===== config.mk =====
export PLATFORM = sky130hd
export DESIGN_NAME = spkmix_weight
export DESIGN_NICKNAME = d
export VERILOG_FILES = /design/src/hw/rtl/spkmix_pkg.sv /design/src/hw/rtl/spkmix_weight.sv
export SDC_FILE = /design/constraint.sdc
export NUM_CORES = 2
export LEC_CHECK = 0
export BUFFER_PORTS_ARGS = -buffer_cell sky130_fd_sc_hd__buf_2
export CAP_MARGIN = 20
export CORE_MARGIN = 2
export CORE_UTILIZATION = 50
export CTS_CLUSTER_SIZE = 25
export DETAILED_ROUTE_END_ITERATION = 8
export GPL_TIMING_DRIVEN = 0
export PLACE_DENSITY = 0.81
export SLEW_MARGIN = 30
export SYNTH_ARGS = -nofsm -noshare
export SYNTH_HDL_FRONTEND = slang
export SYNTH_SLANG_ARGS = --single-unit

===== constraint.sdc =====
create_clock -name clk -period 0.9 [get_ports clk]
set_input_delay 0.18 -clock clk [delete_from_list [all_inputs] [get_ports clk]]
set_output_delay 0.18 -clock clk [all_outputs]
set_load 0.01 [all_outputs]

===== src/hw/rtl/spkmix_pkg.sv =====
`default_nettype none

package spkmix_pkg;

	localparam int NCH = 6;
	localparam int SAMPLE_W = 24;
	localparam int SUM_W = SAMPLE_W + 3;
	localparam int CNT_W = 3;
	localparam int WGT_FRAC = 16;
	localparam int WGT_W = WGT_FRAC + 1;
	localparam int PROD_W = SAMPLE_W + WGT_W;
	localparam int MAX_CHANNELS_DEF = 6;

	localparam logic [WGT_FRAC-1:0] W_SQRT_HALF = 16'd46341;

	localparam int CFG_IDX_W = 3;
	localparam logic [CFG_IDX_W-1:0] CFG_SRC_CH = 3'd0;
	localparam logic [CFG_IDX_W-1:0] CFG_DST_CH = 3'd1;
	localparam logic [CFG_IDX_W-1:0] CFG_INTERP = 3'd2;
	localparam logic [CFG_IDX_W-1:0] CFG_ACCUM = 3'd3;

	localparam logic [CNT_W-1:0] SRC_CH_RST = 3'd2;
	localparam logic [CNT_W-1:0] DST_CH_RST = 3'd2;
	localparam logic INTERP_RST = 1'b0;
	localparam logic ACCUM_RST = 1'b1;

	localparam logic [CNT_W-1:0] CH_MONO = 3'd1;
	localparam logic [CNT_W-1:0] CH_STEREO = 3'd2;
	localparam logic [CNT_W-1:0] CH_QUAD = 3'd4;
	localparam logic [CNT_W-1:0] CH_51 = 3'd6;

	typedef logic [3:0] rule_t;
	localparam rule_t RULE_DISCRETE = 4'd0;
	localparam rule_t RULE_MONO_TO_PAIR = 4'd1;
	localparam rule_t RULE_MONO_TO_51 = 4'd2;
	localparam rule_t RULE_STEREO_UP = 4'd3;
	localparam rule_t RULE_QUAD_TO_51 = 4'd4;
	localparam rule_t RULE_STEREO_TO_MONO = 4'd5;
	localparam rule_t RULE_QUAD_TO_MONO = 4'd6;
	localparam rule_t RULE_51_TO_MONO = 4'd7;
	localparam rule_t RULE_QUAD_TO_STEREO = 4'd8;
	localparam rule_t RULE_51_TO_STEREO = 4'd9;
	localparam rule_t RULE_51_TO_QUAD = 4'd10;

	typedef logic signed [SAMPLE_W-1:0] sample_t;
	typedef sample_t [NCH-1:0] frame_t;

	typedef struct packed {
		rule_t rule;
		logic [NCH-1:0] dmask;
	} ctl_t;

	typedef struct packed {
		sample_t src_ch0;
		sample_t src_ch1;
		sample_t src_ch2;
		sample_t src_ch3;
		sample_t src_ch4;
		sample_t src_ch5;
		sample_t dst_ch0;
		sample_t dst_ch1;
		sample_t dst_ch2;
		sample_t dst_ch3;
		sample_t dst_ch4;
		sample_t dst_ch5;
	} in_t;

	typedef struct packed {
		sample_t out_ch0;
		sample_t out_ch1;
		sample_t out_ch2;
		sample_t out_ch3;
		sample_t out_ch4;
		sample_t out_ch5;
	} out_t;

endpackage

`default_nettype wire


===== src/hw/rtl/spkmix_weight.sv =====
`default_nettype none

module spkmix_weight (
	input  wire                   clk,
	input  wire                   arst_n,
	input  wire                   en,
	input  wire                   vld_s1,
	input  spkmix_pkg::ctl_t      ctl_s1,
	input  spkmix_pkg::frame_t    src_s1,
	input  spkmix_pkg::frame_t    dst_s1,
	output logic                  vld_s2,
	output spkmix_pkg::ctl_t      ctl_s2,
	output spkmix_pkg::frame_t    src_s2,
	output spkmix_pkg::frame_t    dst_s2,
	output spkmix_pkg::frame_t    rt_s2
);

	localparam logic signed [spkmix_pkg::WGT_W-1:0] K_RT = {1'b0, spkmix_pkg::W_SQRT_HALF};

	spkmix_pkg::frame_t rt;

	// The product is floored to Q1.23 by dropping the weight's fraction bits.
	for (genvar i = 0; i < spkmix_pkg::NCH; i++) begin : g_mul
		logic signed [spkmix_pkg::PROD_W-1:0] prod;
		assign prod = src_s1[i] * K_RT;
		assign rt[i] = prod[spkmix_pkg::SAMPLE_W+spkmix_pkg::WGT_FRAC-1:spkmix_pkg::WGT_FRAC];
	end

	always_ff @(posedge clk or negedge arst_n) begin
		if (!arst_n) begin
			vld_s2 <= 1'b0;
		end else if (en) begin
			vld_s2 <= vld_s1;
		end
	end

	always_ff @(posedge clk) begin
		if (en) begin
			ctl_s2 <= ctl_s1;
			src_s2 <= src_s1;
			dst_s2 <= dst_s1;
			rt_s2 <= rt;
		end
	end

endmodule

`default_nettype wire


==> impl_metrics.env <==
export IMPL_cts_hold_buf=299
export IMPL_tritoncts="done"
export IMPL_multi_input_area_mm2=0.0380
export IMPL_cts_sinks=443
export IMPL_route_detailed_drc=2
export IMPL_synth_flop_cell="edfxtp_1"
export IMPL_synth_seq_cells=443
export IMPL_fin_skew_ps=0
export IMPL_drtIter0Drc=3381
export IMPL_root_buffer="clkbuf_16"
export IMPL_antenna_found_initial=16
export IMPL_critical_path_endpoint_type="register"
export IMPL_die_area_mm2=0.108
export IMPL_fin_util_pct=68.5
export IMPL_grt_use_total_pct=30.6
export IMPL_max_cap_violations=0
export IMPL_syn_num_nets=6786
export IMPL_yosysTopAreaCell="fa_1"
export IMPL_syn_area_mm2=0.0527
export IMPL_synth_cell_type_count=85
export IMPL_fmax_mhz=182
export IMPL_rsz0062_at_grt="yes"
export IMPL_synthTopCellsByArea="fa_1, edfxtp_1, ha_1, inv_1, xnor2_1"
export IMPL_synthCells=4728
export IMPL_yosysWarnings=0
export IMPL_rrSetupSlack_ps=-40
export IMPL_dp_hpwl_mm=101
export IMPL_cp_required_ps=1280
export IMPL_cts_buffers=50
export IMPL_synth_edf_count=442
export IMPL_drive_gt1_share_pct=29.6
export IMPL_htreeDepth=2
export IMPL_grt_max_degree=96
export IMPL_vias_per_cell=5.69
export IMPL_finalWirelength_mm=190
export IMPL_status="finished, violations left"
export IMPL_synth_top_area_share_pct=27.1
export IMPL_avgSynthCellArea_um2=11.1
export IMPL_ant_nets=0
export IMPL_clkTransAtPathRegs_ps=80
export IMPL_r2r_end="vld_s2$_DFFE_PN0P_"
export IMPL_start_kind="input pin"
export IMPL_core_rowCount=119
export IMPL_ios=745
export IMPL_violations="DRC, hold timing, setup timing"
export IMPL_period_share_pct=611
export IMPL_clk_latency_ps=670
export IMPL_die_height_um=329
export IMPL_vias=43100
export IMPL_gr_total_overflow=0
export IMPL_finalMaxSlewViolations=0
export IMPL_yosysSeqAreaShare_pct=25.2
export IMPL_critPathKind="input pin to register"
export IMPL_fillers=6279
export IMPL_hold_class="input pin to register"
export IMPL_whs_ps=-132
export IMPL_r2r_start="vld_s2$_DFFE_PN0P_"
export IMPL_hold_violations=19
export IMPL_fin_ws_ps=-4600
export IMPL_port_buffers=744
export IMPL_cp_max_fo=8
export IMPL_core_area_mm2=0.105
export IMPL_relSlewSlack_pct=39.5
export IMPL_cp_endpoint="rt_s2[45]$_DFFE_PP_"
export IMPL_tightestPinTransition_ps=902
export IMPL_grt_pass1_wl_mm=253
export IMPL_synthArstFlopShare_pct=0.226
export IMPL_crit_arrival_ps=5870
export IMPL_place_congestion=0.899
export IMPL_fin_nets=8183
export IMPL_grt_pass1_vias=46100
export IMPL_crit_start="src_s1[33]"
export IMPL_clockBufferDepth=3
export IMPL_syn_to_final_growth_pct=36.4
export IMPL_yosysMostFrequentCell="inv_1"
export IMPL_setup_violations=680
export IMPL_die_w_um=329
export IMPL_dr_pass1_iters=9
export IMPL_final_min_clock_period_ps=5500
export IMPL_initial_core_util_pct=50.2
export IMPL_synth_commonest_cells="inv_1, ha_1, fa_1"
export IMPL_seqCellArea_mm2=0.0133
export IMPL_rr_worst_depth=2
export IMPL_wl_per_cell_um=25.1
cells in the final DEF, fill, tap and decap left out, types with 16 or more instances in the layout:
cell,n
nand3_1,25
edfxtp_1,442
o21ai_0,22
nand4_1,29
xnor2_2,20
a21o_1,69
nor2_4,16
a21oi_2,40
buf_4,237
nand2_1,59
buf_6,144
a21oi_1,79
clkbuf_16,57
inv_2,131
nor2b_1,27
ha_4,156
dlygate4sd3_1,299
fa_1,668
a21oi_4,22
o21ai_2,20
fa_2,46
inv_1,1426
buf_8,30
nor2_2,19
xnor2_1,65
o21bai_1,18
ha_1,874
buf_12,62
nor2_1,53
xor2_1,31
buf_2,572
stage by stage:
step | cells | instance area [µm²] | setup TNS, ps | setup slack (ps)
after floorplan | 4728 | 54300 | -518070 | -4210
after CTS | 7450 | 69600 | -748810 | -3780
after global routing | 7562 | 71900 | -800970 | -4480
after global placement | 6863 | 59700 | -3688020 | -7410
final | 7566 | 71900 | -776550 | -4600
after detailed placement | 6868 | 59900 | -890670 | -4940
worst min path at each step:
stage / startpoint / endpoint / slack [ps] / cells past startpoint
6_report: en / rt_s2[26]$_DFFE_PP_ / -130 / 1
5_1_grt: en / rt_s2[26]$_DFFE_PP_ / -150 / 1
3_5_place_dp: arst_n / vld_s2$_DFFE_PN0P_ / -40 / 1
3_3_place_gp: arst_n / vld_s2$_DFFE_PN0P_ / -40 / 1
2_1_floorplan: arst_n / vld_s2$_DFFE_PN0P_ / -120 / 0
4_1_cts: en / dst_s2[62]$_DFFE_PP_ / -180 / 1
per-layer routing:
| metal | wire (µm) | GRT usage [%] | vias up | share of wire (%) |
|---|---|---|---|---|
| met2 | 91300 | 54.0 | 3004 | 48 |
| met1 | 60800 | 32.1 | 20900 | 32 |
| met4 | 17900 | 20.7 | 16 | 9.4 |
| met3 | 19900 | 7.77 | 1321 | 10 |
| li1 | - | - | 17800 | - |
| met5 | 159 | 0 | - | 0.084 |
registers in the layout, summed over array words and instances (netlist names):
register / count
rt_s2: 144
dst_s2: 144
ctl_s2: 10
src_s2: 144
vld_s2: 1
cell type report:
type / instances / area share (%)
sequential: 443 / 18.5
clock buffer: 60 / 1.82
inverter: 1562 / 8.18
multi-input combinational: 2706 / 52.9
clock inverter: 34 / 0.467
tap: 1391 / 2.42
timing repair buffer: 1353 / 15.6
antenna: 8 / 0.0279
buffer: 9 / 0.0940
worst max-delay path, cell delays in order:
cell,delay [ps]
buf_12,130
ha_4,260
inv_1,50
fa_1,540
inv_1,60
fa_1,690
fa_2,550
fa_1,410
inv_1,110
fa_1,480
inv_2,210
ha_4,250
a21o_1,310
a21o_1,270
a21oi_2,220
o21ai_4,110
buf_6,140
nor2_4,150
buf_4,160
o21ai_4,90
a221oi_2,320
xnor2_1,160
timing repair:
item,4_1_cts,5_1_grt
hold endpoints to repair,317,19
gates resized for setup,826,297
setup endpoints to repair,772,853
pin swaps,320,238
gates cloned,0,7
setup buffers,207,121
kinds of logic after synthesis:
group           Yosys count  share of synthesized area [%]
flops                   443                           25.2
compound gates          451                           5.90
mux                       3                         0.0593
buf+inv                1579                           11.3
simple gates            358                           3.39
xor+xnor                138                           2.29
fa+ha+maj              1756                           51.9
Power is not shown: default switching activity piles up to over one toggle a cycle in this logic, so the estimate is an artifact.
