<file path="config.mk">
export PLATFORM = sky130hd
export DESIGN_NAME = spkmix_sum
export DESIGN_NICKNAME = d
export VERILOG_FILES = /design/src/hw/rtl/spkmix_pkg.sv /design/src/hw/rtl/spkmix_sum.sv
export SDC_FILE = /design/constraint.sdc
export NUM_CORES = 2
export LEC_CHECK = 0
export ABC_AREA = 1
export ABC_CLOCK_PERIOD_IN_PS = 3200
export BUFFER_PORTS_ARGS = -buffer_cell sky130_fd_sc_hd__buf_4
export CAP_MARGIN = 40
export CORE_ASPECT_RATIO = 1.25
export CORE_MARGIN = 1.5
export CORE_UTILIZATION = 35
export CTS_BUF_LIST = sky130_fd_sc_hd__clkbuf_16
export DETAILED_ROUTE_END_ITERATION = 8
export PLACE_DENSITY = 0.51
export SLEW_MARGIN = 20
export SYNTH_ARGS = -nofsm -noshare
export SYNTH_HDL_FRONTEND = slang
export SYNTH_SLANG_ARGS = --single-unit
</file>
<file path="constraint.sdc">
create_clock -name clk -period 3.2 [get_ports clk]
set_input_delay 0.32 -clock clk [delete_from_list [all_inputs] [get_ports clk]]
set_output_delay 0.32 -clock clk [all_outputs]
set_load 0.05 [all_outputs]
</file>
<file path="src/hw/rtl/spkmix_pkg.sv">
`default_nettype none

package spkmix_pkg;

	localparam int NCH = 6;
	localparam int SAMPLE_W = 24;
	localparam int SUM_W = SAMPLE_W + 3;
	localparam int CNT_W = 3;
	localparam int WGT_FRAC = 16;
	localparam int WGT_W = WGT_FRAC + 1;
	localparam int PROD_W = SAMPLE_W + WGT_W;
	localparam int MAX_CHANNELS_DEF = 6;

	localparam logic [WGT_FRAC-1:0] W_SQRT_HALF = 16'd46341;

	localparam int CFG_IDX_W = 3;
	localparam logic [CFG_IDX_W-1:0] CFG_SRC_CH = 3'd0;
	localparam logic [CFG_IDX_W-1:0] CFG_DST_CH = 3'd1;
	localparam logic [CFG_IDX_W-1:0] CFG_INTERP = 3'd2;
	localparam logic [CFG_IDX_W-1:0] CFG_ACCUM = 3'd3;

	localparam logic [CNT_W-1:0] SRC_CH_RST = 3'd2;
	localparam logic [CNT_W-1:0] DST_CH_RST = 3'd2;
	localparam logic INTERP_RST = 1'b0;
	localparam logic ACCUM_RST = 1'b1;

	localparam logic [CNT_W-1:0] CH_MONO = 3'd1;
	localparam logic [CNT_W-1:0] CH_STEREO = 3'd2;
	localparam logic [CNT_W-1:0] CH_QUAD = 3'd4;
	localparam logic [CNT_W-1:0] CH_51 = 3'd6;

	typedef logic [3:0] rule_t;
	localparam rule_t RULE_DISCRETE = 4'd0;
	localparam rule_t RULE_MONO_TO_PAIR = 4'd1;
	localparam rule_t RULE_MONO_TO_51 = 4'd2;
	localparam rule_t RULE_STEREO_UP = 4'd3;
	localparam rule_t RULE_QUAD_TO_51 = 4'd4;
	localparam rule_t RULE_STEREO_TO_MONO = 4'd5;
	localparam rule_t RULE_QUAD_TO_MONO = 4'd6;
	localparam rule_t RULE_51_TO_MONO = 4'd7;
	localparam rule_t RULE_QUAD_TO_STEREO = 4'd8;
	localparam rule_t RULE_51_TO_STEREO = 4'd9;
	localparam rule_t RULE_51_TO_QUAD = 4'd10;

	typedef logic signed [SAMPLE_W-1:0] sample_t;
	typedef sample_t [NCH-1:0] frame_t;

	typedef struct packed {
		rule_t rule;
		logic [NCH-1:0] dmask;
	} ctl_t;

	typedef struct packed {
		sample_t src_ch0;
		sample_t src_ch1;
		sample_t src_ch2;
		sample_t src_ch3;
		sample_t src_ch4;
		sample_t src_ch5;
		sample_t dst_ch0;
		sample_t dst_ch1;
		sample_t dst_ch2;
		sample_t dst_ch3;
		sample_t dst_ch4;
		sample_t dst_ch5;
	} in_t;

	typedef struct packed {
		sample_t out_ch0;
		sample_t out_ch1;
		sample_t out_ch2;
		sample_t out_ch3;
		sample_t out_ch4;
		sample_t out_ch5;
	} out_t;

endpackage

`default_nettype wire

</file>
<file path="src/hw/rtl/spkmix_sum.sv">
`default_nettype none

module spkmix_sum (
	input  wire                   clk,
	input  wire                   arst_n,
	input  wire                   en,
	input  wire                   vld_s2,
	input  spkmix_pkg::ctl_t      ctl_s2,
	input  spkmix_pkg::frame_t    src_s2,
	input  spkmix_pkg::frame_t    dst_s2,
	input  spkmix_pkg::frame_t    rt_s2,
	output logic                  out_valid,
	output spkmix_pkg::out_t      out_data
);

	typedef logic signed [spkmix_pkg::SUM_W-1:0] acc_t;

	acc_t s [spkmix_pkg::NCH];
	acc_t h [spkmix_pkg::NCH];
	acc_t q [spkmix_pkg::NCH];
	acc_t r [spkmix_pkg::NCH];
	acc_t acc [spkmix_pkg::NCH];
	acc_t acc_s3 [spkmix_pkg::NCH];
	logic vld_s3;
	spkmix_pkg::frame_t sat;

	function automatic spkmix_pkg::sample_t sat_sample(input acc_t v);
		spkmix_pkg::sample_t res;
		if (&v[spkmix_pkg::SUM_W-1:spkmix_pkg::SAMPLE_W-1]
				|| ~|v[spkmix_pkg::SUM_W-1:spkmix_pkg::SAMPLE_W-1]) begin
			res = v[spkmix_pkg::SAMPLE_W-1:0];
		end else if (v[spkmix_pkg::SUM_W-1]) begin
			res = {1'b1, {(spkmix_pkg::SAMPLE_W-1){1'b0}}};
		end else begin
			res = {1'b0, {(spkmix_pkg::SAMPLE_W-1){1'b1}}};
		end
		return res;
	endfunction

	always_comb begin
		for (int i = 0; i < spkmix_pkg::NCH; i++) begin
			s[i] = acc_t'(src_s2[i]);
			h[i] = acc_t'(src_s2[i] >>> 1);
			q[i] = acc_t'(src_s2[i] >>> 2);
			r[i] = acc_t'(rt_s2[i]);
		end
	end

	always_comb begin
		for (int i = 0; i < spkmix_pkg::NCH; i++) begin
			acc[i] = acc_t'(dst_s2[i]);
		end
		unique case (ctl_s2.rule)
			spkmix_pkg::RULE_DISCRETE: begin
				for (int i = 0; i < spkmix_pkg::NCH; i++) begin
					if (ctl_s2.dmask[i]) begin
						acc[i] = acc[i] + s[i];
					end
				end
			end
			spkmix_pkg::RULE_MONO_TO_PAIR: begin
				acc[0] = acc[0] + s[0];
				acc[1] = acc[1] + s[0];
			end
			spkmix_pkg::RULE_MONO_TO_51: begin
				acc[2] = acc[2] + s[0];
			end
			spkmix_pkg::RULE_STEREO_UP: begin
				acc[0] = acc[0] + s[0];
				acc[1] = acc[1] + s[1];
			end
			spkmix_pkg::RULE_QUAD_TO_51: begin
				acc[0] = acc[0] + s[0];
				acc[1] = acc[1] + s[1];
				acc[4] = acc[4] + s[2];
				acc[5] = acc[5] + s[3];
			end
			spkmix_pkg::RULE_STEREO_TO_MONO: begin
				acc[0] = acc[0] + h[0] + h[1];
			end
			spkmix_pkg::RULE_QUAD_TO_MONO: begin
				acc[0] = acc[0] + q[0] + q[1] + q[2] + q[3];
			end
			spkmix_pkg::RULE_51_TO_MONO: begin
				acc[0] = acc[0] + r[0] + r[1] + s[2] + h[4] + h[5];
			end
			spkmix_pkg::RULE_QUAD_TO_STEREO: begin
				acc[0] = acc[0] + h[0] + h[2];
				acc[1] = acc[1] + h[1] + h[3];
			end
			spkmix_pkg::RULE_51_TO_STEREO: begin
				acc[0] = acc[0] + s[0] + r[2] + r[4];
				acc[1] = acc[1] + s[1] + r[2] + r[5];
			end
			spkmix_pkg::RULE_51_TO_QUAD: begin
				acc[0] = acc[0] + s[0] + r[2];
				acc[1] = acc[1] + s[1] + r[2];
				acc[2] = acc[2] + s[4];
				acc[3] = acc[3] + s[5];
			end
			default: begin
			end
		endcase
	end

	always_comb begin
		for (int i = 0; i < spkmix_pkg::NCH; i++) begin
			sat[i] = sat_sample(acc_s3[i]);
		end
	end

	always_ff @(posedge clk or negedge arst_n) begin
		if (!arst_n) begin
			vld_s3 <= 1'b0;
			out_valid <= 1'b0;
		end else if (en) begin
			vld_s3 <= vld_s2;
			out_valid <= vld_s3;
		end
	end

	always_ff @(posedge clk) begin
		if (en) begin
			for (int i = 0; i < spkmix_pkg::NCH; i++) begin
				acc_s3[i] <= acc[i];
			end
			out_data.out_ch0 <= sat[0];
			out_data.out_ch1 <= sat[1];
			out_data.out_ch2 <= sat[2];
			out_data.out_ch3 <= sat[3];
			out_data.out_ch4 <= sat[4];
			out_data.out_ch5 <= sat[5];
		end
	end

endmodule

`default_nettype wire

</file>
==> run_results.csv <==
group,metric,value,unit
power,internal_power,23.1,mW
layout,fin_nets,12020,
yosys,synth-edff-count,298,
floorplan,row_count,160,
worst_hold_path,hold_depth,3,
yosys,dominantRegCellSynth,"edfxtp_1",
global_routing,use_met1,42.3,%
floorplan,io-pin-count,591,
power,max-vdd-ir-drop,0.000574,V
sta,drv_slew,0,
yosys,synth_seq_cells,300,
power,p_seq_share,11.4,%
floorplan,start_util,35.2,%
yosys,yosysMostFrequentCell,"nand2_1",
setup_path,arrival,4.59,ns
sta,rsz0062_at_grt,"yes",
setup_path,crit_slowest_cell,"fa_2",
worst_hold_path,holdCritStartpoint,"dst_s2[122]",
routing,drc,0,
floorplan,coreArea,0.152,mm^2
power,switching_share,50.2,%
global_routing,grt_pass1_vias,67085,
routing,dr.pass1.iters,6,
setup_path,worstPathMaxFanout,4,
clock_network,clk_pin_slew_worst_paths,0.06,ns
sta,finalCriticalPeriod,4.27,ns
yosys,syn_inst,8685,
worst_hold_path,hold_path_class,"in -> reg",
setup_path,required,3.53,ns
routing,avgRoutedWirePerCell,25.5,um
yosys,syn_area_per_cell,6.14,um^2
global_routing,antenna_found_initial,18,
yosys,synth.distinct_cells,61,
setup_path,reg2reg_to,"out_data[97]$_DFFE_PP_",
global_routing,grt.busiest_layer,"met2",
run,cap_violations,0,
power,power,46.4,mW
sta,slew_headroom,34.9,%
yosys,synth_top_cell_by_area,"nand2_1",
sta,fin_ws,-1.07,ns
yosys,synth_common_cells,"nand2_1, inv_1, nor2_1",
setup_path,reg2reg_slack,1.07,ns
outcome,violations,"negative setup slack",
routing,routed_via_density,5.31,
setup_path,cpPeakStageDelay,0.39,ns
floorplan,dieArea,0.155,mm^2
power,p_sw,23.3,mW
sta,setup_violations,46,
yosys,synthTopCellsByArea,"nand2_1, edfxtp_1, ha_1",
placed_design,port_buffers,566,
power,combinationalPowerShare,80.4,%
routing,drtIter0Drc,5244,
sta,finalHoldViolations,0,
routing,postRouteAntennaNets,0,
global_routing,gr-usage-all-layers,40.7,%
sta,finClkSkew,0.0167,ns
yosys,async_flop_share,0.667,%
sta,worst_pin_slew,0.976,ns
global_routing,gr-total-overflow,0,
global_routing,gr-usage-met2,69.0,%
power,p_leak,41.3,nW
global_routing,grt.met3_usage,6.46,%
layout,area_delta_synth_final,51.2,%
power,power_per_cell_area,576,mW/mm^2
yosys,ys_seq_area_share,16.9,%
setup_path,critical_path_class,"in -> reg",
yosys,syn_nets,9872,
power,clkPwrFrac,8.3,%
routing,vias,68467,
sta,finalSetupTns,-35.54,ns
layout,fillers,15103,
placed_design,gp_congestion,1.05,
sta,fmax,0.234,GHz
clock_network,clock_path_buffers,3,
outcome,status,"finished with violations",
clock_network,cts_root_buffer,"clkbuf_16",
clock_network,insertion_delay,0.60,ns
setup_path,reg2reg_depth,5,
clock_network,cts_sinks,300,
floorplan,fp.dieW,352,um
clock_network,cts_made_buffers,35,
setup_path,worst_setup_path_end_kind,"flip-flop",
setup_path,reg2reg_from,"acc_s3[1][26]$_DFFE_PP_",
yosys,synth_top_area_share,20.4,%
setup_path,worst_setup_path_start_kind,"input port",
global_routing,grt_max_degree,70,
layout,drive_gt1_share,31.4,%
yosys,synthesis.area,0.0534,mm^2
clock_network,htree_levels,2,
worst_hold_path,min_to,"acc_s3[5][2]$_DFFE_PP_",
yosys,yosysWarnings,0,
placed_design,dp_hpwl,281,mm
clock_network,tritoncts,"built",
routing,wl,329,mm
floorplan,die_y,440,um
global_routing,grt_pass1_wl,453,mm
sta,finalCritPeriodShare,133,%
-- metrics by stage --
stage | utilization, % | setup WS (ns) | instance area [um^2] | hold slack (ns) | std cells
final | 53.2 | -1.07 | 80700 | 0.0637 | 12894
after global routing | 53.2 | -1.20 | 80700 | 0.0439 | 12888
after CTS | 51.3 | -1.02 | 77900 | 0.0296 | 12807
after detailed placement | 47.2 | -2.59 | 71700 | 0.105 | 12576
after global placement | 47.2 | -2.55 | 71700 | 0.103 | 12576
after floorplan | - | -0.746 | 54600 | 0.0244 | 8685
-- what timing repair did --
| action | 4_1_cts | 5_1_grt |
|---|---|---|
| hold endpoints to repair | 3 | 0 |
| buffers inserted | 176 | 86 |
| pin swaps | 360 | 478 |
| endpoints found under the setup margin | 49 | 49 |
| cloned | 0 | 0 |
| gates resized for setup | 816 | 525 |
| hold buffers | 2 | 0 |
-- kinds of logic after synthesis --
family / Yosys count / share of synthesized area [%]
fa+ha+maj: 741 / 20.3
simple gates: 4914 / 38.5
flops: 300 / 16.9
buf+inv: 1441 / 10.3
xor+xnor: 134 / 2.20
compound gates: 1155 / 11.9
-- critical path, delay by kind of cell --
family / cells / cell delay (ns)
and+or+nand+nor: 24 / 2.52
buffers and inverters: 6 / 0.51
adders and majority gates: 4 / 1.19
-- cell type report --
| cell class | count | area [um^2] | share of cell area [%] |
|---|---|---|---|
| diodes | 10 | 25.0 | 0.0310 |
| multi-input cells | 6944 | 45400 | 56.3 |
| clock buffers | 36 | 901 | 1.12 |
| clock inverters | 27 | 158 | 0.195 |
| repair buffers | 2217 | 17600 | 21.8 |
| flip-flops and latches | 300 | 9000 | 11.2 |
| well taps | 2025 | 2530 | 3.14 |
| inverters | 1335 | 5060 | 6.27 |
-- flip-flops by register name (all words and copies together) (netlist names) --
signal and cells:
vld_s3 1, out_valid 1, out_data 144, acc_s3 154
-- power by group through the flow --
stage / Clock [mW] / Sequential, mW / Combinational, mW
final: 3.84 / 5.27 / 37.3
after global routing: 4.02 / 5.32 / 39.9
after CTS: 3.91 / 5.28 / 34.0
after detailed placement: 0 / 5.36 / 30.0
after global placement: 0 / 5.34 / 29.9
after floorplan: 0 / 6.28 / 14.8
-- routing by layer --
metal / vias to the layer above / wire length [um]
met5: - / 115
met4: 18 / 40600
met3: 993 / 20000
met2: 2753 / 153000
met1: 32166 / 115000
li1: 32537 / -
-- how the worst max path moves through the flow --
stage / start / to / slack, ns / depth (start not counted)
2_1_floorplan: src_s2[0] / acc_s3[0][26]$_DFFE_PP_ / -0.75 / 32
3_3_place_gp: src_s2[0] / acc_s3[0][8]$_DFFE_PP_ / -2.55 / 30
3_5_place_dp: src_s2[0] / acc_s3[0][8]$_DFFE_PP_ / -2.59 / 30
4_1_cts: dst_s2[0] / acc_s3[0][19]$_DFFE_PP_ / -1.02 / 35
5_1_grt: src_s2[0] / acc_s3[0][23]$_DFFE_PP_ / -1.20 / 33
6_report: src_s2[0] / acc_s3[0][20]$_DFFE_PP_ / -1.07 / 34
-- placed cells by master, fill, tap and decap left out, types with 33 or more instances in the layout --
master,n
nand2_1,2571
nand3_1,614
nand3b_1,39
o211ai_1,37
inv_2,96
clkbuf_16,36
nand2_2,224
buf_6,123
ha_1,394
nand2_4,109
a21oi_1,476
edfxtp_1,298
or2_2,57
nor3_1,71
o21bai_1,43
nor2_4,76
nor2_2,58
buf_12,33
inv_1,1223
fa_1,199
nand3_2,72
o21ai_0,343
buf_4,2049
ha_4,133
xor2_1,53
nand3_4,36
nand4_1,164
nor2_1,688
a21oi_2,55
Note: power is estimated with default switching activity, not from simulation.
