$ cat src/hw/rtl/spkmix_pkg.sv
`default_nettype none

package spkmix_pkg;

	localparam int NCH = 6;
	localparam int SAMPLE_W = 24;
	localparam int SUM_W = SAMPLE_W + 3;
	localparam int CNT_W = 3;
	localparam int WGT_FRAC = 16;
	localparam int WGT_W = WGT_FRAC + 1;
	localparam int PROD_W = SAMPLE_W + WGT_W;
	localparam int MAX_CHANNELS_DEF = 6;

	localparam logic [WGT_FRAC-1:0] W_SQRT_HALF = 16'd46341;

	localparam int CFG_IDX_W = 3;
	localparam logic [CFG_IDX_W-1:0] CFG_SRC_CH = 3'd0;
	localparam logic [CFG_IDX_W-1:0] CFG_DST_CH = 3'd1;
	localparam logic [CFG_IDX_W-1:0] CFG_INTERP = 3'd2;
	localparam logic [CFG_IDX_W-1:0] CFG_ACCUM = 3'd3;

	localparam logic [CNT_W-1:0] SRC_CH_RST = 3'd2;
	localparam logic [CNT_W-1:0] DST_CH_RST = 3'd2;
	localparam logic INTERP_RST = 1'b0;
	localparam logic ACCUM_RST = 1'b1;

	localparam logic [CNT_W-1:0] CH_MONO = 3'd1;
	localparam logic [CNT_W-1:0] CH_STEREO = 3'd2;
	localparam logic [CNT_W-1:0] CH_QUAD = 3'd4;
	localparam logic [CNT_W-1:0] CH_51 = 3'd6;

	typedef logic [3:0] rule_t;
	localparam rule_t RULE_DISCRETE = 4'd0;
	localparam rule_t RULE_MONO_TO_PAIR = 4'd1;
	localparam rule_t RULE_MONO_TO_51 = 4'd2;
	localparam rule_t RULE_STEREO_UP = 4'd3;
	localparam rule_t RULE_QUAD_TO_51 = 4'd4;
	localparam rule_t RULE_STEREO_TO_MONO = 4'd5;
	localparam rule_t RULE_QUAD_TO_MONO = 4'd6;
	localparam rule_t RULE_51_TO_MONO = 4'd7;
	localparam rule_t RULE_QUAD_TO_STEREO = 4'd8;
	localparam rule_t RULE_51_TO_STEREO = 4'd9;
	localparam rule_t RULE_51_TO_QUAD = 4'd10;

	typedef logic signed [SAMPLE_W-1:0] sample_t;
	typedef sample_t [NCH-1:0] frame_t;

	typedef struct packed {
		rule_t rule;
		logic [NCH-1:0] dmask;
	} ctl_t;

	typedef struct packed {
		sample_t src_ch0;
		sample_t src_ch1;
		sample_t src_ch2;
		sample_t src_ch3;
		sample_t src_ch4;
		sample_t src_ch5;
		sample_t dst_ch0;
		sample_t dst_ch1;
		sample_t dst_ch2;
		sample_t dst_ch3;
		sample_t dst_ch4;
		sample_t dst_ch5;
	} in_t;

	typedef struct packed {
		sample_t out_ch0;
		sample_t out_ch1;
		sample_t out_ch2;
		sample_t out_ch3;
		sample_t out_ch4;
		sample_t out_ch5;
	} out_t;

endpackage

`default_nettype wire

$ cat src/hw/rtl/spkmix_decode.sv
`default_nettype none

module spkmix_decode #(
	parameter int MAX_CHANNELS = spkmix_pkg::MAX_CHANNELS_DEF
) (
	input  wire                             clk,
	input  wire                             arst_n,
	input  wire                             en,
	input  wire                             in_valid,
	input  spkmix_pkg::in_t                 in_data,
	input  wire [spkmix_pkg::CNT_W-1:0]     src_cnt,
	input  wire [spkmix_pkg::CNT_W-1:0]     dst_cnt,
	input  wire                             interp,
	input  wire                             accum,
	output logic                            vld_s1,
	output spkmix_pkg::ctl_t                ctl_s1,
	output spkmix_pkg::frame_t              src_s1,
	output spkmix_pkg::frame_t              dst_s1
);

	logic [spkmix_pkg::CNT_W-1:0] ns;
	logic [spkmix_pkg::CNT_W-1:0] nd;
	logic [spkmix_pkg::CNT_W-1:0] nmin;
	spkmix_pkg::frame_t src_raw;
	spkmix_pkg::frame_t dst_raw;
	spkmix_pkg::frame_t src_m;
	spkmix_pkg::frame_t dst_m;
	spkmix_pkg::ctl_t ctl;

	function automatic logic [spkmix_pkg::CNT_W-1:0] clamp_cnt(
		input logic [spkmix_pkg::CNT_W-1:0] c
	);
		logic [spkmix_pkg::CNT_W-1:0] r;
		r = c;
		if (c == '0) begin
			r = spkmix_pkg::CNT_W'(1);
		end else if (c > spkmix_pkg::CNT_W'(MAX_CHANNELS)) begin
			r = spkmix_pkg::CNT_W'(MAX_CHANNELS);
		end
		return r;
	endfunction

	assign ns = clamp_cnt(src_cnt);
	assign nd = clamp_cnt(dst_cnt);
	assign nmin = (ns < nd) ? ns : nd;

	assign src_raw[0] = in_data.src_ch0;
	assign src_raw[1] = in_data.src_ch1;
	assign src_raw[2] = in_data.src_ch2;
	assign src_raw[3] = in_data.src_ch3;
	assign src_raw[4] = in_data.src_ch4;
	assign src_raw[5] = in_data.src_ch5;
	assign dst_raw[0] = in_data.dst_ch0;
	assign dst_raw[1] = in_data.dst_ch1;
	assign dst_raw[2] = in_data.dst_ch2;
	assign dst_raw[3] = in_data.dst_ch3;
	assign dst_raw[4] = in_data.dst_ch4;
	assign dst_raw[5] = in_data.dst_ch5;

	always_comb begin
		for (int i = 0; i < spkmix_pkg::NCH; i++) begin
			src_m[i] = (spkmix_pkg::CNT_W'(i) < ns) ? src_raw[i] : '0;
			dst_m[i] = (spkmix_pkg::CNT_W'(i) < nd && accum) ? dst_raw[i] : '0;
			ctl.dmask[i] = spkmix_pkg::CNT_W'(i) < nmin;
		end
		ctl.rule = spkmix_pkg::RULE_DISCRETE;
		if (ns == nd || interp) begin
			ctl.rule = spkmix_pkg::RULE_DISCRETE;
		end else if (ns == spkmix_pkg::CH_MONO
				&& (nd == spkmix_pkg::CH_STEREO || nd == spkmix_pkg::CH_QUAD)) begin
			ctl.rule = spkmix_pkg::RULE_MONO_TO_PAIR;
		end else if (ns == spkmix_pkg::CH_MONO && nd == spkmix_pkg::CH_51) begin
			ctl.rule = spkmix_pkg::RULE_MONO_TO_51;
		end else if (ns == spkmix_pkg::CH_STEREO
				&& (nd == spkmix_pkg::CH_QUAD || nd == spkmix_pkg::CH_51)) begin
			ctl.rule = spkmix_pkg::RULE_STEREO_UP;
		end else if (ns == spkmix_pkg::CH_QUAD && nd == spkmix_pkg::CH_51) begin
			ctl.rule = spkmix_pkg::RULE_QUAD_TO_51;
		end else if (ns == spkmix_pkg::CH_STEREO && nd == spkmix_pkg::CH_MONO) begin
			ctl.rule = spkmix_pkg::RULE_STEREO_TO_MONO;
		end else if (ns == spkmix_pkg::CH_QUAD && nd == spkmix_pkg::CH_MONO) begin
			ctl.rule = spkmix_pkg::RULE_QUAD_TO_MONO;
		end else if (ns == spkmix_pkg::CH_51 && nd == spkmix_pkg::CH_MONO) begin
			ctl.rule = spkmix_pkg::RULE_51_TO_MONO;
		end else if (ns == spkmix_pkg::CH_QUAD && nd == spkmix_pkg::CH_STEREO) begin
			ctl.rule = spkmix_pkg::RULE_QUAD_TO_STEREO;
		end else if (ns == spkmix_pkg::CH_51 && nd == spkmix_pkg::CH_STEREO) begin
			ctl.rule = spkmix_pkg::RULE_51_TO_STEREO;
		end else if (ns == spkmix_pkg::CH_51 && nd == spkmix_pkg::CH_QUAD) begin
			ctl.rule = spkmix_pkg::RULE_51_TO_QUAD;
		end
	end

	always_ff @(posedge clk or negedge arst_n) begin
		if (!arst_n) begin
			vld_s1 <= 1'b0;
		end else if (en) begin
			vld_s1 <= in_valid;
		end
	end

	always_ff @(posedge clk) begin
		if (en) begin
			ctl_s1 <= ctl;
			src_s1 <= src_m;
			dst_s1 <= dst_m;
		end
	end

endmodule

`default_nettype wire

$ cat config.mk
export PLATFORM = sky130hd
export DESIGN_NAME = spkmix_decode
export DESIGN_NICKNAME = d
export VERILOG_FILES = /design/src/hw/rtl/spkmix_pkg.sv /design/src/hw/rtl/spkmix_decode.sv
export SDC_FILE = /design/constraint.sdc
export NUM_CORES = 1
export LEC_CHECK = 0
export BUFFER_PORTS_ARGS = -buffer_cell sky130_fd_sc_hd__buf_4
export CORE_AREA = 2 2 232 234
export CTS_BUF_LIST = sky130_fd_sc_hd__clkbuf_2 sky130_fd_sc_hd__clkbuf_4 sky130_fd_sc_hd__clkbuf_8
export CTS_CLUSTER_DIAMETER = 50
export CTS_CLUSTER_SIZE = 28
export DETAILED_ROUTE_END_ITERATION = 12
export DIE_AREA = 0 0 234 236
export GPL_TIMING_DRIVEN = 0
export MAX_ROUTING_LAYER = met4
export PLACE_DENSITY_LB_ADDON = 0.15
export SYNTH_ARGS = -nofsm -noshare
export SYNTH_HDL_FRONTEND = slang
export SYNTH_SLANG_ARGS = --single-unit
$ cat constraint.sdc
create_clock -name clk -period 1 [get_ports clk]
set_clock_uncertainty 0.2 [all_clocks]
set_input_delay 0.15 -clock clk [delete_from_list [all_inputs] [get_ports clk]]
set_output_delay 0.15 -clock clk [all_outputs]
set_load 0.05 [all_outputs]
==> impl_metrics.ini, run 1 <==
[critical_path]
slowest_delay_ns = 0.74
path_delay_family = buffers and inverters
path_cells = dlygate4sd3_1 > buf_16 > bufbuf_16
crit_type = input port to register
critPathCaptureType = register
r2r_start = vld_s1
required_ns = 1.07
cp.arrival_ns = 1.77
r2r_cells = 1
r2r_slack_ns = 0.02
critPathLaunchType = input port
cp_slowest_cell = dlygate4sd3_1
path_buf_inv = 3
regToRegEndpoint = vld_s1
crit_fanout = 46

[yosys]
ys_seq_area_frac = 0.7874
synth-warning-count = 0
synth_area_um2 = 11400
syn_inst = 694
syn_avg_cell_area_um2 = 16.42
yosys.area.top_type = edfxtp_1
synth_most_common_cell = edfxtp_1
synth_edf_count = 298
yosysTopAreaCellShare = 0.7852
synthesis.nets = 998
yosysUniqueCellTypes = 42
synth_commonest_cells = 298 x edfxtp_1, 168 x and2_1, 49 x and3_1, 46 x nor2b_1, 41 x clkbuf_1
ys_ff_latch = 299
synth_area_leaders = edfxtp_1 79%, and2_1 9.2%, and3_1 2.7%
synth_ff_type = edfxtp_1
synthArstFlopShare = 0.003344

[power_and_ir_drop]
pwr-share-clk = 0.311
vdd_drop_max_v = 0.001063
p_seq_frac = 0.436
switching_power_w = 0.01118
power_density_nw_per_um2 = 1580
power_frac_comb = 0.252
p_sw_frac = 0.3185
p_leak_nw = 9.188
p_int_w = 0.02393

[hold_path]
holdPathStages = 2
hold_path.class = input port to register
hold_start = dst_cnt[0]
min_to = ctl_s1[9]

[layout]
fin_nets = 1924
fin_cells = 2354
n_fill_cell = 4987
drive_above_1_share = 0.4384
area_delta_synth_final_pct = 94.96
fin_area_um2 = 22220

[clock_tree]
cts_tree = done
worstSkewPairLatency_ns = 0.59
cts_buffer_depth = 3
clockRootBuffer = clkbuf_8
clk_pin_slew_ns = 0.07
cts_inserted_buffers = 45
h-tree-depth = 2
clock_sinks = 299

[sta]
relSlewSlack = 0.7264
setup_slack_ns = -0.6940
rsz0062_at_grt = yes
setup_viol = 607
fmax_mhz = 590.3
worst_slew_pin_slew_ns = 0.4103
hold_viol = 72
hold_slack_ns = -0.3032
slew_viol_final = 0
period_share = 1.694
fin_crit_ns = 1.694

[grt]
grt_antenna_before_repair = 2
grt_overflow_total = 0
grt_max_degree = 93
grt_use_total = 0.1493
grt_first_pass_wirelength_mm = 59.60
first_global_vias = 9652

[floorplan]
die_h_um = 236
std_cell_rows = 85
core-area_um2 = 53070
ioPinCount = 599
dieArea_um2 = 55220
initial_utilization = 0.2148
die_w_um = 234

[drt]
wl_per_cell_um = 17.66
vias = 8982
drt-total-wl_mm = 41.58
ant_nets = 0
viasPerCell = 3.816
drcViolationCount = 0
drtIter0Drc = 371
firstDrtPassIters = 4

[placement]
io_buffers = 572
hpwl_mm = 29.35
routabilityCongestion = 0.7916
placedCellCount = 1964
place_area_um2 = 16910

[status]
violations = hold timing, setup timing
status = finished, violations left

[flow_run]
max_cap_viol_count = 0
==> layout by cell type, fill, tap and decap left out, types with 2 or more instances in the layout <==
cell and count:
clkbuf_2 6, and3_1 48, buf_16 4, buf_8 3, nor2_1 5, buf_4 276
clkinv_1 5, inv_6 7, a21oi_4 2, and2_1 168, buf_6 308, nor2_4 4
nand2_1 11, clkinvlp_4 6, diode_2 2, o211ai_1 2, clkbuf_8 60, dlygate4sd3_1 292
clkinv_8 2, inv_2 2, maj3_2 2, clkinv_2 4, clkbuf_4 3, clkinv_4 9
a31oi_1 3, mux2i_1 4, bufinv_16 2, and2b_1 4, clkbuf_1 29, ha_4 2
buf_12 5, a21oi_1 2, edfxtp_1 298, nor2b_1 46
==> cell families after synthesis <==
family                   count (synthesis)  share of synthesized area
buffers and inverters                   69                    0.02799
AO/OA/AOI/OAI                           17                    0.01208
flip-flops                             299                     0.7874
XOR/XNOR                                 1                  0.0007686
AND/OR/NAND/NOR                        296                     0.1602
adder cells (fa/ha/maj)                  6                   0.006258
multiplexers                             6                   0.005379
==> stage by stage <==
stage | setup TNS (ns) | worst slack (ns) | power [W] | hold WS (ns) | utilization
finish | -286.96 | -0.6940 | 0.03511 | -0.3032 | 0.4187
global route | -309.87 | -0.6930 | 0.03660 | -0.3632 | 0.4187
CTS | -189.00 | -0.6939 | 0.03570 | -0.3927 | 0.4174
detailed placement | -324.50 | -1.191 | 0.02265 | -0.2733 | 0.3186
global placement | -949.91 | -2.990 | 0.02263 | -0.2735 | 0.3175
floorplan | -29.06 | -0.7529 | 0.01962 | -0.3456 | -
==> worst max path at each step <==
stage	from	endpoint	slack, ns	cells past startpoint
after floorplan	dst_cnt[2]	ctl_s1[9]	-0.75	7
after global placement	en	vld_s1	-2.99	2
after global routing	en	src_s1[42]	-0.69	3
final	en	ctl_s1[8]	-0.69	3
after detailed placement	dst_cnt[1]	ctl_s1[9]	-1.19	8
after CTS	dst_s1[105]	dst_s1[105]	-0.69	1
==> sequential cells by signal, indices dropped and copies added, names as in the netlist <==
register / count
vld_s1: 1
dst_s1: 144
src_s1: 144
ctl_s1: 10
==> routing by layer <==
metal,part of all wire,GRT usage,vias to the layer above
met5,0,-,-
met4,0.018,0.03951,0
met3,0.079,0.04787,44
met2,0.53,0.2654,330
met1,0.37,0.1580,4289
li1,-,-,4319
==> repair_timing <==
action	CTS	global route
hold endpoints to repair	388	174
setup endpoints to repair	519	430
setup buffers	9	1
gates resized for setup	320	11
pin swaps	10	3
hold buffers	292	1
gates cloned	2	1
==> power groups by stage <==
stage               sequential (W)  combinational, W  clock, W
detailed placement          0.0154           0.00722         0
CTS                         0.0153           0.00892    0.0114
finish                      0.0153           0.00886    0.0109
global placement            0.0155           0.00717         0
global route                0.0154           0.00925    0.0119
floorplan                   0.0188          0.000809         0
==> cell type report <==
class | count | area (um^2) | share of cell area
Clock inverter | 34 | 310.3 | 0.01396
Inverter | 6 | 35.03 | 0.001577
Buffer | 62 | 489.2 | 0.02202
Sequential cell | 299 | 8975 | 0.4039
Multi-Input combinational cell | 326 | 2235 | 0.1006
Antenna cell | 2 | 5.005 | 0.0002252
Tap cell | 696 | 870.8 | 0.03919
Timing Repair Buffer | 880 | 8638 | 0.3888
Clock buffer | 49 | 661.9 | 0.02979
Note: power is estimated with default switching activity, not from simulation.
==> inputs of run 2 (changes only) <==
==> constraint.sdc (replaced) <==
create_clock -name clk -period 1.44 [get_ports clk]
set_clock_uncertainty 0.2 [all_clocks]
set_input_delay 0.216 -clock clk [delete_from_list [all_inputs] [get_ports clk]]
set_output_delay 0.216 -clock clk [all_outputs]
set_load 0.05 [all_outputs]
==> run 2 against run 1 <==
- the run still ends with hold timing, setup timing left
- routed wire length fell by 2.3%
- first-iteration DRC count fell by 14%
- critical path depth fell by 2
- global-route usage fell by 0.34 points
- critical path type is now register to output port
- utilization barely moved
==> impl_metrics.ini, run 2 (synthesis gave the netlist of run 1 again) <==
[grt]
grt_first_pass_wirelength_mm = 58.59
first_global_vias = 9821
grt_max_degree = 90
grt_overflow_total = 0
grt_use_total = 0.1459
grt_antenna_before_repair = 4

[critical_path]
critPathLaunchType = register
cp_slowest_cell = edfxtp_1
crit_fanout = 1
required_ns = 1.02
cp.arrival_ns = 1.25
path_buf_inv = 1
path_delay_family = flip-flops
critPathCaptureType = output port
path_cells = buf_6
r2r_slack_ns = 0.46
slowest_delay_ns = 0.44
crit_type = register to output port

[layout]
largest_registers = dst_s1: 144 flops, src_s1: 144 flops, ctl_s1: 10 flops
area_delta_synth_final_pct = 94.87
fin_cells = 2379
fin_nets = 1948
fin_util = 0.4185
fin_area_um2 = 22210
final_common_cell = dlygate4sd3_1
final_cell_mix = 323 x dlygate4sd3_1, 303 x buf_6, 298 x edfxtp_1
drive_above_1_share = 0.4124

[clock_tree]
worstSkewPairLatency_ns = 0.61
clk_pin_slew_ns = 0.08
clockRootBuffer = clkbuf_8
cts_tree = done
cts_buffer_depth = 3
cts_inserted_buffers = 43
h-tree-depth = 2
hold_buffers = 327
clock_sinks = 299

[drt]
viasPerCell = 3.819
wl_per_cell_um = 17.08
ant_nets = 0
firstDrtPassIters = 4
vias = 9086
drt-total-wl_mm = 40.63
drcViolationCount = 0
drtIter0Drc = 320

[sta]
period_share = 1.157
relSlewSlack = 0.6326
worst_slew_pin_slew_ns = 0.5511
hold_slack_ns = -0.1676
slew_viol_final = 0
fin_crit_ns = 1.666
setup_slack_ns = -0.2258
setup_viol = 304
fmax_mhz = 600.3
hold_viol = 88
rsz0062_at_grt = yes

[placement]
hpwl_mm = 28.87
placedCellCount = 1964
io_buffers = 572
routabilityCongestion = 0.7646
place_area_um2 = 16690

[floorplan]
ioPinCount = 599
dieArea_um2 = 55220
core-area_um2 = 53070
std_cell_rows = 85
die_h_um = 236
die_w_um = 234
initial_utilization = 0.2148

[status]
status = finished, violations left
violations = hold timing, setup timing

[flow_run]
max_cap_viol_count = 0

[power_and_ir_drop]
p_leak_nw = 9.263
power_density_nw_per_um2 = 1100
vdd_drop_max_v = 0.0007735
finalPower_w = 0.02444

[hold_path]
hold_path.class = input port to register
-- run 2: final timing paths --
path | end | start | depth (start not counted)
hold reg to reg | vld_s1 | vld_s1 | 1
setup / recovery | dst_s1[120] | dst_s1[120] | 1
min in group asynchronous | vld_s1 | arst_n | 3
max in group asynchronous | vld_s1 | arst_n | 3
setup reg to reg | vld_s1 | vld_s1 | 1
hold / removal | src_s1[9] | en | 1
-- run 2: per-layer routing --
layer	track usage	vias up	wire (um)
met5	-	-	0
met4	0.05773	0	1402
met3	0.04122	79	2771
met2	0.2554	329	21350
met1	0.1537	4317	15110
li1	-	4361	-
-- run 2: final cells by class --
cell class                      count  area, um^2
Fill cell                        5055       30860
Sequential cell                   299        8974
Timing Repair Buffer              905        8851
Multi-Input combinational cell    326        2190
Tap cell                          696       870.8
Clock buffer                       52       671.9
Buffer                             63       324.1
Clock inverter                     27       286.5
Inverter                            6       30.03
Antenna cell                        5       12.51
-- run 2: through the flow --
stage | setup WS (ns) | setup TNS [ns]
finish | -0.2258 | -41.08
global route | -0.3080 | -64.64
CTS | -0.3191 | -65.07
detailed placement | -0.9959 | -189.01
global placement | -2.573 | -751.71
floorplan | -0.3801 | -2.809
-- run 2: report_power, final --
group	internal, W	switching, W
registers	0.0103	0.000308
clock network	0.00395	0.00376
logic	0.00260	0.00350
-- run 2: timing repair --
item                       4_1_cts  5_1_grt
gates cloned                     2        0
pin swaps                        1        4
setup endpoints to repair      409      327
buffers inserted                 0        3
hold endpoints to repair       387       88
gates resized for setup        300       15
==> inputs of run 3 (changes only) <==
--- a/config.mk
+++ b/config.mk
@@ -5,13 +5,14 @@
 export SDC_FILE = /design/constraint.sdc
 export NUM_CORES = 1
 export LEC_CHECK = 0
+export ABC_AREA = 1
 export BUFFER_PORTS_ARGS = -buffer_cell sky130_fd_sc_hd__buf_4
-export CORE_AREA = 2 2 232 234
+export CORE_AREA = 2 2 234 236
 export CTS_BUF_LIST = sky130_fd_sc_hd__clkbuf_2 sky130_fd_sc_hd__clkbuf_4 sky130_fd_sc_hd__clkbuf_8
 export CTS_CLUSTER_DIAMETER = 50
 export CTS_CLUSTER_SIZE = 28
 export DETAILED_ROUTE_END_ITERATION = 12
-export DIE_AREA = 0 0 234 236
+export DIE_AREA = 0 0 236 238
 export GPL_TIMING_DRIVEN = 0
 export MAX_ROUTING_LAYER = met4
 export PLACE_DENSITY_LB_ADDON = 0.15
==> run 3 against run 2 <==
- the flow still finishes with violations (hold timing, setup timing)
- highest routed layer unchanged
- register-to-register slack about the same
- hold slack better by 0.090 ns
- critical path depth unchanged
- sequential share of layout area down 0.62 points
- largest power group unchanged
==> impl_metrics.ini, run 3 <==
[status]
status = finished, violations left
violations = hold timing, setup timing

[yosys]
synth_edf_count = 298
synth_commonest_cells = 298 x edfxtp_1, 278 x inv_1, 230 x nor2_1, 77 x nand2_1, 35 x clkbuf_1
ys_seq_area_frac = 0.7740
ys_ff_latch = 299
synthesis.nets = 1271
yosys.area.top_type = edfxtp_1
yosysTopAreaCellShare = 0.7719
synth_ff_type = edfxtp_1
synth-warning-count = 0
synth_most_common_cell = edfxtp_1
synthArstFlopShare = 0.003344
yosysUniqueCellTypes = 21
synth_area_leaders = edfxtp_1 77%, inv_1 9.0%, nor2_1 7.4%
synth_area_um2 = 11590
syn_inst = 967
syn_avg_cell_area_um2 = 11.99

[drt]
wl_met1_mm = 15.33
topRoutingLayerUsed = met4
drt-total-wl_mm = 41.11
viasPerCell = 3.714
firstDrtPassIters = 4
drtIter0Drc = 340
vias = 9942
drcViolationCount = 0
wl_met2_mm = 21.34
wl_per_cell_um = 15.36
ant_nets = 0
met3_length_mm = 3.536

[floorplan]
dieArea_um2 = 56170
initial_utilization = 0.2167
core-area_um2 = 53500
die_w_um = 236
die_h_um = 238
std_cell_rows = 85
ioPinCount = 599

[sta]
worst_slew_pin_slew_ns = 0.7383
slew_viol_final = 0
hold_slack_ns = -0.07760
period_share = 1.130
setup_slack_ns = -0.1874
setup_viol = 301
fin_crit_ns = 1.627
fmax_mhz = 614.5
rsz0062_at_grt = yes
relSlewSlack = 0.5078
hold_viol = 57

[critical_path]
path_delay_family = flip-flops
r2r_cells = 1
critPathCaptureType = output port
cp.arrival_ns = 1.21
path_cells = buf_6
crit_fanout = 1
critPathLaunchType = register
critPathLaunch = dst_s1[6]
cp.depth = 1
path_buf_inv = 1
crit_type = register to output port
cp_slowest_cell = edfxtp_1
required_ns = 1.02
r2r_slack_ns = 0.45
r2r_start = vld_s1
regToRegEndpoint = vld_s1
endpoint = dst_s1[6]
slowest_delay_ns = 0.43

[clock_tree]
clockRootBuffer = clkbuf_8
cts_setup_buffers = 0
worstSkewPairLatency_ns = 0.62
cts_buffer_depth = 3
cts_inserted_buffers = 46
clk_pin_slew_ns = 0.07
cts_tree = done
clock_sinks = 299
h-tree-depth = 2

[power_and_ir_drop]
p_leak_nw = 10.49
finalPower_w = 0.02508
vdd_drop_max_v = 0.0006196
power_density_nw_per_um2 = 1112

[layout]
n_fill_cell = 5062
final_common_cell = dlygate4sd3_1
final_cell_mix = 348 x dlygate4sd3_1, 299 x buf_6, 298 x edfxtp_1
fin_nets = 2242
drive_above_1_share = 0.3473
area_delta_synth_final_pct = 94.54
largest_registers = dst_s1: 144 flops, src_s1: 144 flops, ctl_s1: 10 flops

[placement]
routabilityCongestion = 0.7777
io_buffers = 573
hpwl_mm = 29.27
pre_cts_slack_ns = -0.8506

[grt]
grt_overflow_total = 0
grt_antenna_before_repair = 6
grt_use_total = 0.1481
first_global_vias = 10900
grt_first_pass_wirelength_mm = 61.99
grt_max_degree = 108

[flow_run]
max_cap_viol_count = 0

[hold_path]
hold_path.class = input port to register
holdPathStages = 1
==> run 3: cells by family (layout without fill, tap and decap cells) <==
kind of cell | count (synthesis) | count (layout) | synth area share
other | 0 | 6 | 0
buffers and inverters | 330 | 1338 | 0.1091
flip-flops | 299 | 299 | 0.7740
AO/OA/AOI/OAI | 12 | 12 | 0.005720
adder cells (fa/ha/maj) | 4 | 4 | 0.004317
AND/OR/NAND/NOR | 321 | 321 | 0.1059
multiplexers | 1 | 1 | 0.0009712
==> run 3: power breakdown <==
group,internal [W],switching [W],total (W)
clock network,0.00426,0.00399,0.00825
registers,0.0103,0.000311,0.0107
logic,0.00254,0.00364,0.00618
total,0.0171,0.00794,0.0251
==> run 3: what timing repair did <==
action | CTS | global route
hold buffers | 346 | 2
endpoints found under the hold margin | 386 | 91
endpoints found under the setup margin | 324 | 328
resized for setup | 301 | 8
cloned | 0 | 0
==> run 3: worst min path at each step <==
stage / start / to / slack (ns)
floorplan: arst_n / vld_s1 / -0.28
global placement: arst_n / vld_s1 / -0.19
detailed placement: arst_n / vld_s1 / -0.20
CTS: src_cnt[1] / ctl_s1[1] / -0.22
global route: en / src_s1[76] / -0.09
finish: en / src_s1[76] / -0.08
==> run 3: area by class of cell <==
class	count	area (um^2)	area share
clock inverter	34	376.6	0.01670
buffer	52	224.0	0.009930
tap	696	870.8	0.03861
clock buffer	51	676.9	0.03001
antenna	6	15.01	0.0006657
inverter	278	1044	0.04627
sequential	299	8974	0.3979
multi-input combinational	338	1404	0.06224
timing repair buffer	923	8970	0.3977
==> run 3: routing by layer <==
metal  vias up  global-route usage
li1       4907                   -
met1      4628              0.1555
met2       349              0.2614
met3        58             0.05368
met4         0             0.04150
met5         -                   -
==> run 3: metrics by stage <==
stage	cells	instance area [um^2]	hold slack, ns	setup TNS [ns]	util
2_1_floorplan	967	11620	-0.2796	-1.036	-
3_3_place_gp	2236	16790	-0.1938	-822.83	0.3139
3_5_place_dp	2238	16850	-0.1961	-196.24	0.3151
4_1_cts	2669	22500	-0.2163	-65.39	0.4206
5_1_grt	2677	22550	-0.09304	-68.69	0.4216
6_report	2677	22550	-0.07760	-42.03	0.4216
